$ cat src/rtl/core/ddo_pkg.sv
// Shared types, constants and helper functions for the wheel odometry block.
`timescale 1ns / 1ps

package ddo_pkg;

	// Widths of the shared multiply/divide unit.
	localparam int WW = 128;
	localparam int DW = 64;
	localparam int IW = 7;

	// Width of the CORDIC vector and angle registers.
	localparam int CW = 34;

	// 2^64 / (2 pi), turns radians into binary angle.
	localparam logic [DW-1:0] INV_TWO_PI_Q64 = 64'h28BE_60DB_9391_054A;
	localparam logic [DW-1:0] NS_PER_S = 64'd1_000_000_000;
	localparam logic signed [CW-1:0] CORDIC_GAIN_Q30 = 34'sd652032874;

	// Last bit index each unit operation works from.
	localparam logic [IW-1:0] IDX_RADIUS = 7'd15;
	localparam logic [IW-1:0] IDX_INV = 7'd49;
	localparam logic [IW-1:0] IDX_TURN_DIV = 7'd114;
	localparam logic [IW-1:0] IDX_POSE_MUL = 7'd31;
	localparam logic [IW-1:0] IDX_NS = 7'd29;
	localparam logic [IW-1:0] IDX_RATE_DIV = 7'd82;

	// Configuration register indexes.
	localparam logic CFG_WHEEL_RADIUS = 1'b0;
	localparam logic CFG_WHEEL_SEPARATION = 1'b1;

	// Arctangent of 2^-i as binary angle.
	localparam logic [31:0] ATAN_BAM [32] = '{
		32'h20000000, 32'h12E4051D, 32'h09FB385B, 32'h051111D4, 32'h028B0D43,
		32'h0145D7E1, 32'h00A2F61E, 32'h00517C55, 32'h0028BE53, 32'h00145F2E,
		32'h000A2F98, 32'h000517CC, 32'h00028BE6, 32'h000145F3, 32'h0000A2F9,
		32'h0000517C, 32'h000028BE, 32'h0000145F, 32'h00000A2F, 32'h00000517,
		32'h0000028B, 32'h00000145, 32'h000000A2, 32'h00000051, 32'h00000028,
		32'h00000014, 32'h0000000A, 32'h00000005, 32'h00000002, 32'h00000001,
		32'h00000000, 32'h00000000
	};

	typedef enum logic {
		MD_MUL,
		MD_DIV
	} md_op_t;

	typedef struct packed {
		logic           start;
		md_op_t         op;
		logic [IW-1:0]  idx;
	} md_cmd_t;

	typedef enum logic [4:0] {
		ST_IDLE,
		ST_RS,
		ST_RD,
		ST_DS,
		ST_TMUL,
		ST_TDIV,
		ST_HCOS,
		ST_XMUL,
		ST_XADD,
		ST_YMUL,
		ST_YADD,
		ST_LMUL,
		ST_LDIV,
		ST_LFIN,
		ST_AMUL,
		ST_ADIV1,
		ST_ADIV2,
		ST_AFIN,
		ST_QCOS,
		ST_OUT
	} state_t;

	// Applies a sign to a magnitude and saturates to the signed 32-bit range.
	function automatic logic [31:0] sat_mag(input logic [WW-1:0] m, input logic neg);
		logic [31:0] r;
		if (neg) begin
			if (m > WW'(33'h0_8000_0000)) r = 32'h8000_0000;
			else r = 32'h0 - m[31:0];
		end else begin
			if (m > WW'(32'h7FFF_FFFF)) r = 32'h7FFF_FFFF;
			else r = m[31:0];
		end
		return r;
	endfunction

endpackage

$ cat src/rtl/core/ddo_muldiv.sv
// Bit-serial unsigned multiplier and restoring divider shared by all multiply and divide steps.
`timescale 1ns / 1ps

module ddo_muldiv import ddo_pkg::*; (
	input  logic          clk,
	input  logic          arst_n,
	input  md_cmd_t       cmd,
	input  logic [WW-1:0] a,
	input  logic [DW-1:0] b,
	output logic          done,
	output logic [WW-1:0] res
);

	logic          busy_q;
	logic          done_q;
	md_op_t        op_q;
	logic [IW-1:0] idx_q;
	logic [WW-1:0] a_q;
	logic [DW-1:0] b_q;
	logic [WW-1:0] acc_q;
	logic [DW-1:0] rem_q;
	logic [DW:0]   rem_ext;
	logic [DW:0]   rem_diff;
	logic          ge;
	logic [DW-1:0] rem_nxt;

	// One divide step: bring down the next numerator bit and try to subtract.
	always_comb begin
		rem_ext = {rem_q, a_q[idx_q]};
		rem_diff = rem_ext - {1'b0, b_q};
		ge = (rem_ext >= {1'b0, b_q});
		rem_nxt = ge ? rem_diff[DW-1:0] : rem_ext[DW-1:0];
	end

	// Control: busy while bits remain, a one-cycle done pulse at the end.
	always_ff @(posedge clk or negedge arst_n) begin
		if (!arst_n) begin
			busy_q <= 1'b0;
			done_q <= 1'b0;
			idx_q <= '0;
		end else begin
			done_q <= 1'b0;
			if (cmd.start) begin
				busy_q <= 1'b1;
				idx_q <= cmd.idx;
			end else if (busy_q) begin
				if (idx_q == '0) begin
					busy_q <= 1'b0;
					done_q <= 1'b1;
				end else begin
					idx_q <= idx_q - 1'b1;
				end
			end
		end
	end

	// Datapath: shift-add for multiply, shift-subtract for divide.
	always_ff @(posedge clk) begin
		if (cmd.start) begin
			op_q <= cmd.op;
			a_q <= a;
			b_q <= b;
			acc_q <= '0;
			rem_q <= '0;
		end else if (busy_q) begin
			if (op_q == MD_MUL) begin
				if (b_q[0]) acc_q <= acc_q + a_q;
				a_q <= {a_q[WW-2:0], 1'b0};
				b_q <= {1'b0, b_q[DW-1:1]};
			end else begin
				rem_q <= rem_nxt;
				acc_q <= {acc_q[WW-2:0], ge};
			end
		end
	end

	assign done = done_q;
	assign res = acc_q;

	// A new operation is only issued to an idle unit.
	a_start_idle: assert property (@(posedge clk) disable iff (!arst_n)
		cmd.start |-> !busy_q)
		else $error("muldiv started while busy");

endmodule

$ cat src/rtl/core/ddo_cordic.sv
// Iterative CORDIC giving cosine and sine of a binary angle in Q2.30.
`timescale 1ns / 1ps

module ddo_cordic import ddo_pkg::*; #(
	parameter int STEPS = 16
) (
	input  logic                 clk,
	input  logic                 arst_n,
	input  logic                 start,
	input  logic [31:0]          ang,
	output logic                 done,
	output logic signed [CW-1:0] cos_o,
	output logic signed [CW-1:0] sin_o
);

	localparam logic [4:0] LAST = 5'(STEPS - 1);

	logic                 busy_q;
	logic                 done_q;
	logic [4:0]           i_q;
	logic                 flip_q;
	logic signed [CW-1:0] x_q;
	logic signed [CW-1:0] y_q;
	logic signed [CW-1:0] z_q;
	logic [31:0]          ang_rot;
	logic [31:0]          ang_use;
	logic                 flip;
	logic signed [CW-1:0] dx;
	logic signed [CW-1:0] dy;
	logic signed [CW-1:0] at;

	// Fold the angle into the right half plane.
	always_comb begin
		ang_rot = ang + 32'h4000_0000;
		flip = ang_rot[31];
		ang_use = flip ? (ang + 32'h8000_0000) : ang;
		dx = y_q >>> i_q;
		dy = x_q >>> i_q;
		at = $signed({2'b00, ATAN_BAM[i_q]});
	end

	// Control: step counter and done pulse.
	always_ff @(posedge clk or negedge arst_n) begin
		if (!arst_n) begin
			busy_q <= 1'b0;
			done_q <= 1'b0;
			i_q <= '0;
		end else begin
			done_q <= 1'b0;
			if (start) begin
				busy_q <= 1'b1;
				i_q <= '0;
			end else if (busy_q) begin
				if (i_q == LAST) begin
					busy_q <= 1'b0;
					done_q <= 1'b1;
				end else begin
					i_q <= i_q + 1'b1;
				end
			end
		end
	end

	// One micro-rotation per cycle.
	always_ff @(posedge clk) begin
		if (start) begin
			flip_q <= flip;
			x_q <= CORDIC_GAIN_Q30;
			y_q <= '0;
			z_q <= CW'($signed(ang_use));
		end else if (busy_q) begin
			if (!z_q[CW-1]) begin
				x_q <= x_q - dx;
				y_q <= y_q + dy;
				z_q <= z_q - at;
			end else begin
				x_q <= x_q + dx;
				y_q <= y_q - dy;
				z_q <= z_q + at;
			end
		end
	end

	assign done = done_q;
	assign cos_o = flip_q ? -x_q : x_q;
	assign sin_o = flip_q ? -y_q : y_q;

	// A rotation is only started on an idle unit.
	a_start_idle: assert property (@(posedge clk) disable iff (!arst_n)
		start |-> !busy_q)
		else $error("cordic started while busy");

endmodule

$ cat src/rtl/core/diff_drive_odometry_top.sv
// Differential-drive wheel odometry: sequencer around a shared multiply/divide unit and CORDIC.
//
// Channel  Direction  Handshake                 Payload
// in       input      in_valid / in_stall       right_wheel_pos, left_wheel_pos, stamp_ns
// out      output     out_valid / out_stall     pose, quaternion, velocities, dt_invalid
// cfg      input      cfg_valid / cfg_ready     cfg_index, cfg_data
//
// An item spends nearly all of its time in the bit-serial multiply/divide unit (one bit
// per cycle), plus two CORDIC runs; it is shorter when the stamp does not advance, as the
// velocity steps are skipped. in_stall is high from acceptance until the result
// is placed in the output register; the output register holds one result while the next
// item is taken. Reset restores the register defaults and clears the previous angles,
// stamp and pose. Configuration writes are taken every cycle.
`timescale 1ns / 1ps

module diff_drive_odometry_top import ddo_pkg::*; #(
	parameter int FRAC_BITS = 16,
	parameter int CORDIC_STEPS = 16
) (
	input  logic               clk,
	input  logic               arst_n,
	input  logic               in_valid,
	output logic               in_stall,
	input  logic signed [31:0] right_wheel_pos,
	input  logic signed [31:0] left_wheel_pos,
	input  logic [62:0]        stamp_ns,
	output logic               out_valid,
	input  logic               out_stall,
	output logic signed [31:0] x_pos,
	output logic signed [31:0] y_pos,
	output logic [31:0]        heading,
	output logic signed [15:0] quat_z,
	output logic signed [15:0] quat_w,
	output logic signed [31:0] linear_velocity,
	output logic signed [31:0] angular_velocity,
	output logic               dt_invalid,
	input  logic               cfg_valid,
	output logic               cfg_ready,
	input  logic               cfg_index,
	input  logic [19:0]        cfg_data
);

	localparam int TURN_SH = 32 + FRAC_BITS;

	state_t state_q, state_d;

	logic [15:0]          radius_q;
	logic [19:0]          sep_q;
	logic signed [31:0]   prev_right_q;
	logic signed [31:0]   prev_left_q;
	logic [62:0]          prev_stamp_q;
	logic signed [31:0]   pose_x_q;
	logic signed [31:0]   pose_y_q;
	logic [31:0]          heading_q;

	logic [33:0]          sum_mag_q;
	logic [33:0]          diff_mag_q;
	logic                 sneg_q;
	logic                 dneg_q;
	logic                 invalid_q;
	logic [62:0]          dt_q;
	logic [49:0]          rs_q;
	logic [49:0]          rd_q;
	logic signed [31:0]   ds_q;
	logic [WW-1:0]        prod_q;
	logic signed [CW-1:0] cos_q;
	logic signed [CW-1:0] sin_q;
	logic signed [31:0]   lin_q;
	logic signed [31:0]   ang_q;
	logic                 pend_q;

	logic                 out_valid_q;
	logic signed [31:0]   x_out_q;
	logic signed [31:0]   y_out_q;
	logic [31:0]          head_out_q;
	logic signed [15:0]   qz_out_q;
	logic signed [15:0]   qw_out_q;
	logic signed [31:0]   lin_out_q;
	logic signed [31:0]   ang_out_q;
	logic                 inv_out_q;

	md_cmd_t              md_cmd;
	logic [WW-1:0]        md_a;
	logic [DW-1:0]        md_b;
	logic                 md_done;
	logic [WW-1:0]        md_res;
	logic                 cor_start;
	logic [31:0]          cor_ang;
	logic                 cor_done;
	logic signed [CW-1:0] cor_cos;
	logic signed [CW-1:0] cor_sin;

	logic                 in_acc;
	logic                 out_load;
	logic signed [32:0]   dr;
	logic signed [32:0]   dl;
	logic signed [33:0]   sum_w;
	logic signed [33:0]   diff_w;
	logic [DW-1:0]        sep_eff;
	logic [31:0]          ds_abs;
	logic [CW-1:0]        cos_abs;
	logic [CW-1:0]        sin_abs;
	logic [32:0]          turn_up;
	logic [31:0]          turn;
	logic [WW-1:0]        ds_rnd;
	logic [WW-1:0]        lin_rnd;
	logic [WW-1:0]        ang_rnd;
	logic                 pneg;
	logic signed [63:0]   p_signed;
	logic signed [63:0]   p_scaled;
	logic signed [63:0]   pose_cur;
	logic signed [63:0]   pose_sum;
	logic signed [31:0]   pose_new;
	logic signed [CW-1:0] qz_r;
	logic signed [CW-1:0] qw_r;
	logic signed [15:0]   qz_sat;
	logic signed [15:0]   qw_sat;

	// Shared units.
	ddo_muldiv u_muldiv (
		.clk    (clk),
		.arst_n (arst_n),
		.cmd    (md_cmd),
		.a      (md_a),
		.b      (md_b),
		.done   (md_done),
		.res    (md_res)
	);

	ddo_cordic #(
		.STEPS (CORDIC_STEPS)
	) u_cordic (
		.clk    (clk),
		.arst_n (arst_n),
		.start  (cor_start),
		.ang    (cor_ang),
		.done   (cor_done),
		.cos_o  (cor_cos),
		.sin_o  (cor_sin)
	);

	// Input deltas and the arithmetic done between unit runs.
	always_comb begin
		dr = 33'(right_wheel_pos) - 33'(prev_right_q);
		dl = 33'(left_wheel_pos) - 33'(prev_left_q);
		sum_w = 34'(dr) + 34'(dl);
		diff_w = 34'(dr) - 34'(dl);
		sep_eff = (sep_q == '0) ? DW'(1) : DW'(sep_q);
		ds_abs = ds_q[31] ? (32'h0 - ds_q) : ds_q;
		cos_abs = cos_q[CW-1] ? (CW'(0) - cos_q) : cos_q;
		sin_abs = sin_q[CW-1] ? (CW'(0) - sin_q) : sin_q;
		turn_up = md_res[TURN_SH+32:TURN_SH] + 33'd1;
		turn = dneg_q ? (32'h0 - turn_up[32:1]) : turn_up[32:1];
		ds_rnd = ((WW'(rs_q) >> FRAC_BITS) + WW'(1)) >> 1;
		lin_rnd = ((prod_q >> (FRAC_BITS + 1)) + WW'(1)) >> 1;
		ang_rnd = (prod_q + WW'(1)) >> 1;
		// Signed pose step, rounded down from Q2.30 with ties toward plus infinity.
		pneg = ds_q[31] ^ ((state_q == ST_XADD) ? cos_q[CW-1] : sin_q[CW-1]);
		p_signed = pneg ? (64'sd0 - $signed(prod_q[63:0])) : $signed(prod_q[63:0]);
		p_scaled = (p_signed + 64'sd536870912) >>> 30;
		pose_cur = (state_q == ST_XADD) ? 64'(pose_x_q) : 64'(pose_y_q);
		pose_sum = pose_cur + p_scaled;
		if (pose_sum > 64'sd2147483647) pose_new = 32'sh7FFF_FFFF;
		else if (pose_sum < -64'sd2147483648) pose_new = 32'sh8000_0000;
		else pose_new = pose_sum[31:0];
		// Quaternion components scaled to Q1.15.
		qz_r = (sin_q + CW'(16384)) >>> 15;
		qw_r = (cos_q + CW'(16384)) >>> 15;
		if (qz_r > CW'(32767)) qz_sat = 16'sh7FFF;
		else if (qz_r < -CW'(32768)) qz_sat = 16'sh8000;
		else qz_sat = qz_r[15:0];
		if (qw_r > CW'(32767)) qw_sat = 16'sh7FFF;
		else if (qw_r < -CW'(32768)) qw_sat = 16'sh8000;
		else qw_sat = qw_r[15:0];
	end

	// State register.
	always_ff @(posedge clk or negedge arst_n) begin
		if (!arst_n) state_q <= ST_IDLE;
		else state_q <= state_d;
	end

	// Sequencer: next state and unit commands.
	always_comb begin
		state_d = state_q;
		md_cmd.start = 1'b0;
		md_cmd.op = MD_MUL;
		md_cmd.idx = IDX_RADIUS;
		md_a = '0;
		md_b = '0;
		cor_start = 1'b0;
		cor_ang = heading_q;
		in_stall = (state_q != ST_IDLE);
		in_acc = in_valid && (state_q == ST_IDLE);
		out_load = 1'b0;
		unique case (state_q)
			ST_IDLE: begin
				if (in_valid) state_d = ST_RS;
			end
			ST_RS: begin
				md_a = WW'(sum_mag_q);
				md_b = DW'(radius_q);
				if (md_done) state_d = ST_RD;
			end
			ST_RD: begin
				md_a = WW'(diff_mag_q);
				md_b = DW'(radius_q);
				if (md_done) state_d = ST_DS;
			end
			ST_DS: begin
				state_d = ST_TMUL;
			end
			ST_TMUL: begin
				md_cmd.idx = IDX_INV;
				md_a = WW'(INV_TWO_PI_Q64);
				md_b = DW'(rd_q);
				if (md_done) state_d = ST_TDIV;
			end
			ST_TDIV: begin
				md_cmd.op = MD_DIV;
				md_cmd.idx = IDX_TURN_DIV;
				md_a = {prod_q[WW-2:0], 1'b0};
				md_b = sep_eff;
				if (md_done) state_d = ST_HCOS;
			end
			ST_HCOS: begin
				cor_start = !pend_q;
				if (cor_done) state_d = ST_XMUL;
			end
			ST_XMUL: begin
				md_cmd.idx = IDX_POSE_MUL;
				md_a = WW'(cos_abs);
				md_b = DW'(ds_abs);
				if (md_done) state_d = ST_XADD;
			end
			ST_XADD: begin
				state_d = ST_YMUL;
			end
			ST_YMUL: begin
				md_cmd.idx = IDX_POSE_MUL;
				md_a = WW'(sin_abs);
				md_b = DW'(ds_abs);
				if (md_done) state_d = ST_YADD;
			end
			ST_YADD: begin
				state_d = invalid_q ? ST_QCOS : ST_LMUL;
			end
			ST_LMUL: begin
				md_cmd.idx = IDX_NS;
				md_a = WW'(rs_q);
				md_b = NS_PER_S;
				if (md_done) state_d = ST_LDIV;
			end
			ST_LDIV: begin
				md_cmd.op = MD_DIV;
				md_cmd.idx = IDX_RATE_DIV;
				md_a = {prod_q[WW-2:0], 1'b0};
				md_b = DW'(dt_q);
				if (md_done) state_d = ST_LFIN;
			end
			ST_LFIN: begin
				state_d = ST_AMUL;
			end
			ST_AMUL: begin
				md_cmd.idx = IDX_NS;
				md_a = WW'(rd_q);
				md_b = NS_PER_S;
				if (md_done) state_d = ST_ADIV1;
			end
			ST_ADIV1: begin
				md_cmd.op = MD_DIV;
				md_cmd.idx = IDX_RATE_DIV;
				md_a = {prod_q[WW-2:0], 1'b0};
				md_b = DW'(dt_q);
				if (md_done) state_d = ST_ADIV2;
			end
			ST_ADIV2: begin
				md_cmd.op = MD_DIV;
				md_cmd.idx = IDX_RATE_DIV;
				md_a = prod_q;
				md_b = sep_eff;
				if (md_done) state_d = ST_AFIN;
			end
			ST_AFIN: begin
				state_d = ST_QCOS;
			end
			ST_QCOS: begin
				cor_ang = {1'b0, heading_q[31:1]};
				cor_start = !pend_q;
				if (cor_done) state_d = ST_OUT;
			end
			ST_OUT: begin
				out_load = !out_valid_q || !out_stall;
				if (out_load) state_d = ST_IDLE;
			end
			default: state_d = ST_IDLE;
		endcase
		// Every multiply/divide state issues its operation once.
		if (state_q == ST_RS || state_q == ST_RD || state_q == ST_TMUL ||
				state_q == ST_TDIV || state_q == ST_XMUL || state_q == ST_YMUL ||
				state_q == ST_LMUL || state_q == ST_LDIV || state_q == ST_AMUL ||
				state_q == ST_ADIV1 || state_q == ST_ADIV2) begin
			md_cmd.start = !pend_q;
		end
	end

	// Control and architectural state.
	always_ff @(posedge clk or negedge arst_n) begin
		if (!arst_n) begin
			radius_q <= 16'd2163;
			sep_q <= 20'd11141;
			prev_right_q <= '0;
			prev_left_q <= '0;
			prev_stamp_q <= '0;
			pose_x_q <= '0;
			pose_y_q <= '0;
			heading_q <= '0;
			pend_q <= 1'b0;
			out_valid_q <= 1'b0;
		end else begin
			if (cfg_valid) begin
				unique case (cfg_index)
					CFG_WHEEL_RADIUS: radius_q <= cfg_data[15:0];
					CFG_WHEEL_SEPARATION: sep_q <= cfg_data;
					default: ;
				endcase
			end
			if (md_cmd.start || cor_start) pend_q <= 1'b1;
			else if (md_done || cor_done) pend_q <= 1'b0;
			if (in_acc) begin
				prev_right_q <= right_wheel_pos;
				prev_left_q <= left_wheel_pos;
				prev_stamp_q <= stamp_ns;
			end
			if (state_q == ST_TDIV && md_done) heading_q <= heading_q + turn;
			if (state_q == ST_XADD) pose_x_q <= pose_new;
			if (state_q == ST_YADD) pose_y_q <= pose_new;
			if (out_load) out_valid_q <= 1'b1;
			else if (!out_stall) out_valid_q <= 1'b0;
		end
	end

	// Working registers of the current item and the output register.
	always_ff @(posedge clk) begin
		if (in_acc) begin
			sneg_q <= sum_w[33];
			dneg_q <= diff_w[33];
			sum_mag_q <= sum_w[33] ? (34'd0 - sum_w) : sum_w;
			diff_mag_q <= diff_w[33] ? (34'd0 - diff_w) : diff_w;
			invalid_q <= (stamp_ns <= prev_stamp_q);
			dt_q <= stamp_ns - prev_stamp_q;
			lin_q <= '0;
			ang_q <= '0;
		end
		if (md_done) begin
			case (state_q)
				ST_RS: rs_q <= md_res[49:0];
				ST_RD: rd_q <= md_res[49:0];
				default: prod_q <= md_res;
			endcase
		end
		if (cor_done) begin
			cos_q <= cor_cos;
			sin_q <= cor_sin;
		end
		if (state_q == ST_DS) ds_q <= sat_mag(ds_rnd, sneg_q);
		if (state_q == ST_LFIN) lin_q <= sat_mag(lin_rnd, sneg_q);
		if (state_q == ST_AFIN) ang_q <= sat_mag(ang_rnd, dneg_q);
		if (out_load) begin
			x_out_q <= pose_x_q;
			y_out_q <= pose_y_q;
			head_out_q <= heading_q;
			qz_out_q <= qz_sat;
			qw_out_q <= qw_sat;
			lin_out_q <= lin_q;
			ang_out_q <= ang_q;
			inv_out_q <= invalid_q;
		end
	end

	assign cfg_ready = 1'b1;
	assign out_valid = out_valid_q;
	assign x_pos = x_out_q;
	assign y_pos = y_out_q;
	assign heading = head_out_q;
	assign quat_z = qz_out_q;
	assign quat_w = qw_out_q;
	assign linear_velocity = lin_out_q;
	assign angular_velocity = ang_out_q;
	assign dt_invalid = inv_out_q;

	// An accepted item always starts the sequence.
	a_accept_starts: assert property (@(posedge clk) disable iff (!arst_n)
		(in_valid && !in_stall) |=> (state_q == ST_RS))
		else $error("accepted item did not start the sequence");

	// A unit only finishes an operation that the sequencer issued.
	a_done_pending: assert property (@(posedge clk) disable iff (!arst_n)
		(md_done || cor_done) |-> pend_q)
		else $error("unit finished without a pending operation");

	// A stamp that does not advance gives zero velocities.
	a_invalid_zero: assert property (@(posedge clk) disable iff (!arst_n)
		(out_valid && dt_invalid) |-> (linear_velocity == '0 && angular_velocity == '0))
		else $error("velocities not zero for invalid elapsed time");

endmodule

$ cat config.mk
export PLATFORM = sky130hd
export DESIGN_NAME = diff_drive_odometry_top
export DESIGN_NICKNAME = d
export VERILOG_FILES = /design/src/rtl/core/ddo_pkg.sv /design/src/rtl/core/ddo_muldiv.sv /design/src/rtl/core/ddo_cordic.sv /design/src/rtl/core/diff_drive_odometry_top.sv
export SDC_FILE = /design/constraint.sdc
export NUM_CORES = 2
export LEC_CHECK = 0
export BUFFER_PORTS_ARGS = -buffer_cell sky130_fd_sc_hd__buf_2
export CAP_MARGIN = 20
export CORE_MARGIN = 2
export CORE_UTILIZATION = 58
export CTS_BUF_LIST = sky130_fd_sc_hd__clkbuf_8 sky130_fd_sc_hd__clkbuf_16
export DETAILED_ROUTE_END_ITERATION = 10
export PLACE_DENSITY = 0.78
export SYNTH_ARGS = -nofsm -noshare
export SYNTH_HDL_FRONTEND = slang
export SYNTH_SLANG_ARGS = --single-unit
$ cat constraint.sdc
create_clock -name clk -period 15.65 [get_ports clk]
set_clock_uncertainty 0.2 [all_clocks]
set_input_delay 0.7825 -clock clk [delete_from_list [all_inputs] [get_ports clk]]
set_output_delay 0.7825 -clock clk [all_outputs]
set_load 0.03 [all_outputs]
==> flow_summary.ini <==
[outcome]
status = complete, but fails checks
violations = DRC

[logic_synthesis]
syn-num-nets = 13729
yosys_warnings = 0
synth_ff_type = edfxtp_1
synth_edf_count = 945
synth_area_sq_um = 113000
synth_top_cell_by_area = edfxtp_1
synth_cell_types = 117
synthArstFlopShare = 0.190
synth.top_cell.area_share = 0.252
synthTopCellsByArea = edfxtp_1, ha_1, dfrtp_1
synth_cells = 12981
ys_ff_latch = 1487
ys_seq_area_frac = 0.360
synth.avg_cell_area_sq_um = 8.69

[global_route]
antenna_found_initial = 18
grtUsageTotal = 0.413
grt-ovfl-total = 0
grt_max_degree = 166
grt_first_pass_wirelength_mm = 630
first_global_vias = 100516

[worst_setup_path]
r2r_end = pose_y_q[9]$_DFFE_PN0N_
arrival_ps = 9250
reg2regPathDepth = 22
start_kind = register
rr_startpoint = prod_q[24]$_DFFE_PP_
criticalPathCategory = reg2reg
rrSetupSlack_ps = 6910
crit_fanout = 32
required_ps = 16160
critPathCaptureType = register

[sta]
worstMarginPinSlew_ps = 1160
max_freq_mhz = 114
finalSetupViolCount = 0
rsz0062_at_grt = false
hold_viol = 0
slew_violations = 0
final.min_clock_period_ps = 8740
fin_crit_sh = 0.558
setup_tns_ps = 0
relSlewSlack = 0.220

[drt]
viasPerCell = 6.89
routed_wl_mm = 424
antenna_left = 0
wire_per_inst_um = 27.0
drt_pass1_iterations = 11
drt-initial-drc-count = 14762
drc = 5
vias = 108163

[die]
dieHeight_um = 445
fp.dieArea_sq_um = 198000
start_util = 0.585
io_pins = 349
core-area_sq_um = 193000
dieWidth_um = 445
rows = 161

[hold_path]
min_from = right_wheel_pos[0]
hold_depth = 3
hold_path_end = prev_right_q[0]$_DFFE_PN0P_
holdCritPathClass = in2reg

[clock_network]
clk_pin_slew_worst_paths_ps = 70
cts_tree = built
root_buffer = clkbuf_16
cts_buffers = 163
clock_path_buffers = 3
cts_sinks = 1487
cts_setup_buffers = 0
htree_levels = 4
cts_resized = 0
clock_latency_ps = 860
hold_buffers = 135

[cells_and_area]
nets = 13767
drive_gt1_frac = 0.0918
syn2layout_area_growth_pct = 9.46
fin_util = 0.640
stdcell_count = 15694

[pwr]
p_total_w = 0.0350
p_per_area_nw_per_um2 = 284
p_leak_nw = 47.7
ir_drop_mv = 0.322

[job]
maxCapViolations = 0

[place]
placedCellCount = 15240
dp_hpwl_mm = 318
place.gp.congestion = 1.05
port_buffers = 347
[logic make-up after synthesis]
group,after synthesis,synth area share
muxes,365,0.0429
and+or+nand+nor,4425,0.188
adders and majority gates,595,0.0668
xor gates and xnor gates,1083,0.0841
DFF,1487,0.360
buffers and inverters,1306,0.0448
AOI/OAI and AO/OA,3719,0.213
other,1,0.0000333
[power by group]
part           switching (W)  internal (W)
combinational         0.0141       0.00895
clock                0.00180       0.00235
sequential           0.00152       0.00627
total                 0.0175        0.0176
[layout by cell type (no fill, tap or decap), types with 108 or more instances in the layout]
cell type	count
dlygate4sd3_1	135
o211ai_1	108
nor2_1	1048
o21ai_0	997
a221oi_1	163
buf_4	191
o31ai_1	108
ha_1	583
nand3_1	406
nand2b_1	117
nor4_1	130
nand2_1	1462
xnor2_1	738
or3_1	137
a21o_1	249
nand4_1	232
xor2_1	345
dfxtp_1	260
and3_1	140
inv_1	511
mux2i_1	199
edfxtp_1	945
buf_2	349
dfrtp_1	260
o21bai_1	112
a21oi_1	924
a31oi_1	172
nor3_1	239
clkbuf_16	166
[how the worst max path moves through the flow]
| stage | from | to | cells after the start |
|---|---|---|---|
| 2_1_floorplan | u_muldiv.op_q$_DFFE_PP_ | u_muldiv.a_q[0]$_SDFFCE_PN0P_ | 4 |
| 3_3_place_gp | prod_q[14]$_DFFE_PP_ | pose_y_q[25]$_DFFE_PN0N_ | 25 |
| 3_5_place_dp | prod_q[24]$_DFFE_PP_ | pose_x_q[3]$_DFFE_PN0N_ | 23 |
| 4_1_cts | prod_q[24]$_DFFE_PP_ | pose_x_q[25]$_DFFE_PN0N_ | 24 |
| 5_1_grt | state_q[2]$_DFFE_PN0P_ | pose_x_q[3]$_DFFE_PN0N_ | 24 |
| 6_report | prod_q[24]$_DFFE_PP_ | pose_y_q[9]$_DFFE_PN0N_ | 22 |
[synthesized netlist by cell type (118+ instances only)]
| cell type | count |
|---|---|
| a21o_1 | 249 |
| a21oi_1 | 927 |
| a221oi_1 | 163 |
| a31oi_1 | 172 |
| and3_1 | 140 |
| clkbuf_1 | 681 |
| dfrtp_1 | 269 |
| dfxtp_1 | 260 |
| edfxtp_1 | 945 |
| ha_1 | 583 |
| inv_1 | 485 |
| mux2i_1 | 199 |
| nand2_1 | 1465 |
| nand2b_1 | 118 |
| nand3_1 | 407 |
| nand4_1 | 232 |
| nor2_1 | 1060 |
| nor3_1 | 245 |
| nor4_1 | 135 |
| o21ai_0 | 998 |
| or3_1 | 137 |
| xnor2_1 | 738 |
| xor2_1 | 345 |
[layout make-up]
cell class                      count  area [sq um]
Clock inverter                    128          1390
Timing Repair Buffer              684          4690
Tap cell                         2526          3160
Multi-Input combinational cell  10188         67300
Clock buffer                      179          4330
Sequential cell                  1487         40700
Antenna cell                        7          17.5
Fill cell                       15622         69300
Inverter                          495          1870
[per-layer routing]
layer  routed length [um]  vias up  GRT usage
met5                   96        -          0
met3                49600     1265     0.0938
met1               167000    51907      0.558
li1                     -    48117          -
met4                24400       16      0.201
met2               183000     6858      0.626
[state kept, by name, indices dropped and copies added, names as in the netlist, 50 cells and up]
register	flops
u_muldiv.res	128
prev_stamp_q	63
rs_q	50
dt_q	63
u_muldiv.rem_q	64
u_muldiv.a_q	128
prod_q	128
rd_q	50
u_muldiv.b_q	63
[worst max-delay path, cell delays in order, from the launching register on]
cell and delay, ps:
edfxtp_1 710, nor4_1 830, nand3_1 510, o41a_1 510
o41ai_1 490, o31ai_1 220, a211oi_1 460, nand2b_1 140
nor3_1 240, xnor2_1 110, ha_1 370, nand3_1 120
o31ai_1 510, a21oi_1 220, o21ai_0 530, a21oi_1 270
o21a_1 290, o311ai_0 590, a31oi_1 240, a211oi_4 230
buf_4 370, a31oi_1 170, o21ai_0 220
[through the flow]
stage,area [sq um],hold WS [ps],setup WS (ps)
3_3_place_gp,116000,204,6730
5_1_grt,123000,30.7,6180
6_report,123000,40.1,6910
3_5_place_dp,116000,205,7100
4_1_cts,123000,2.92,7060
2_1_floorplan,113000,200,57.3
Note: power is estimated with default switching activity, not from simulation.
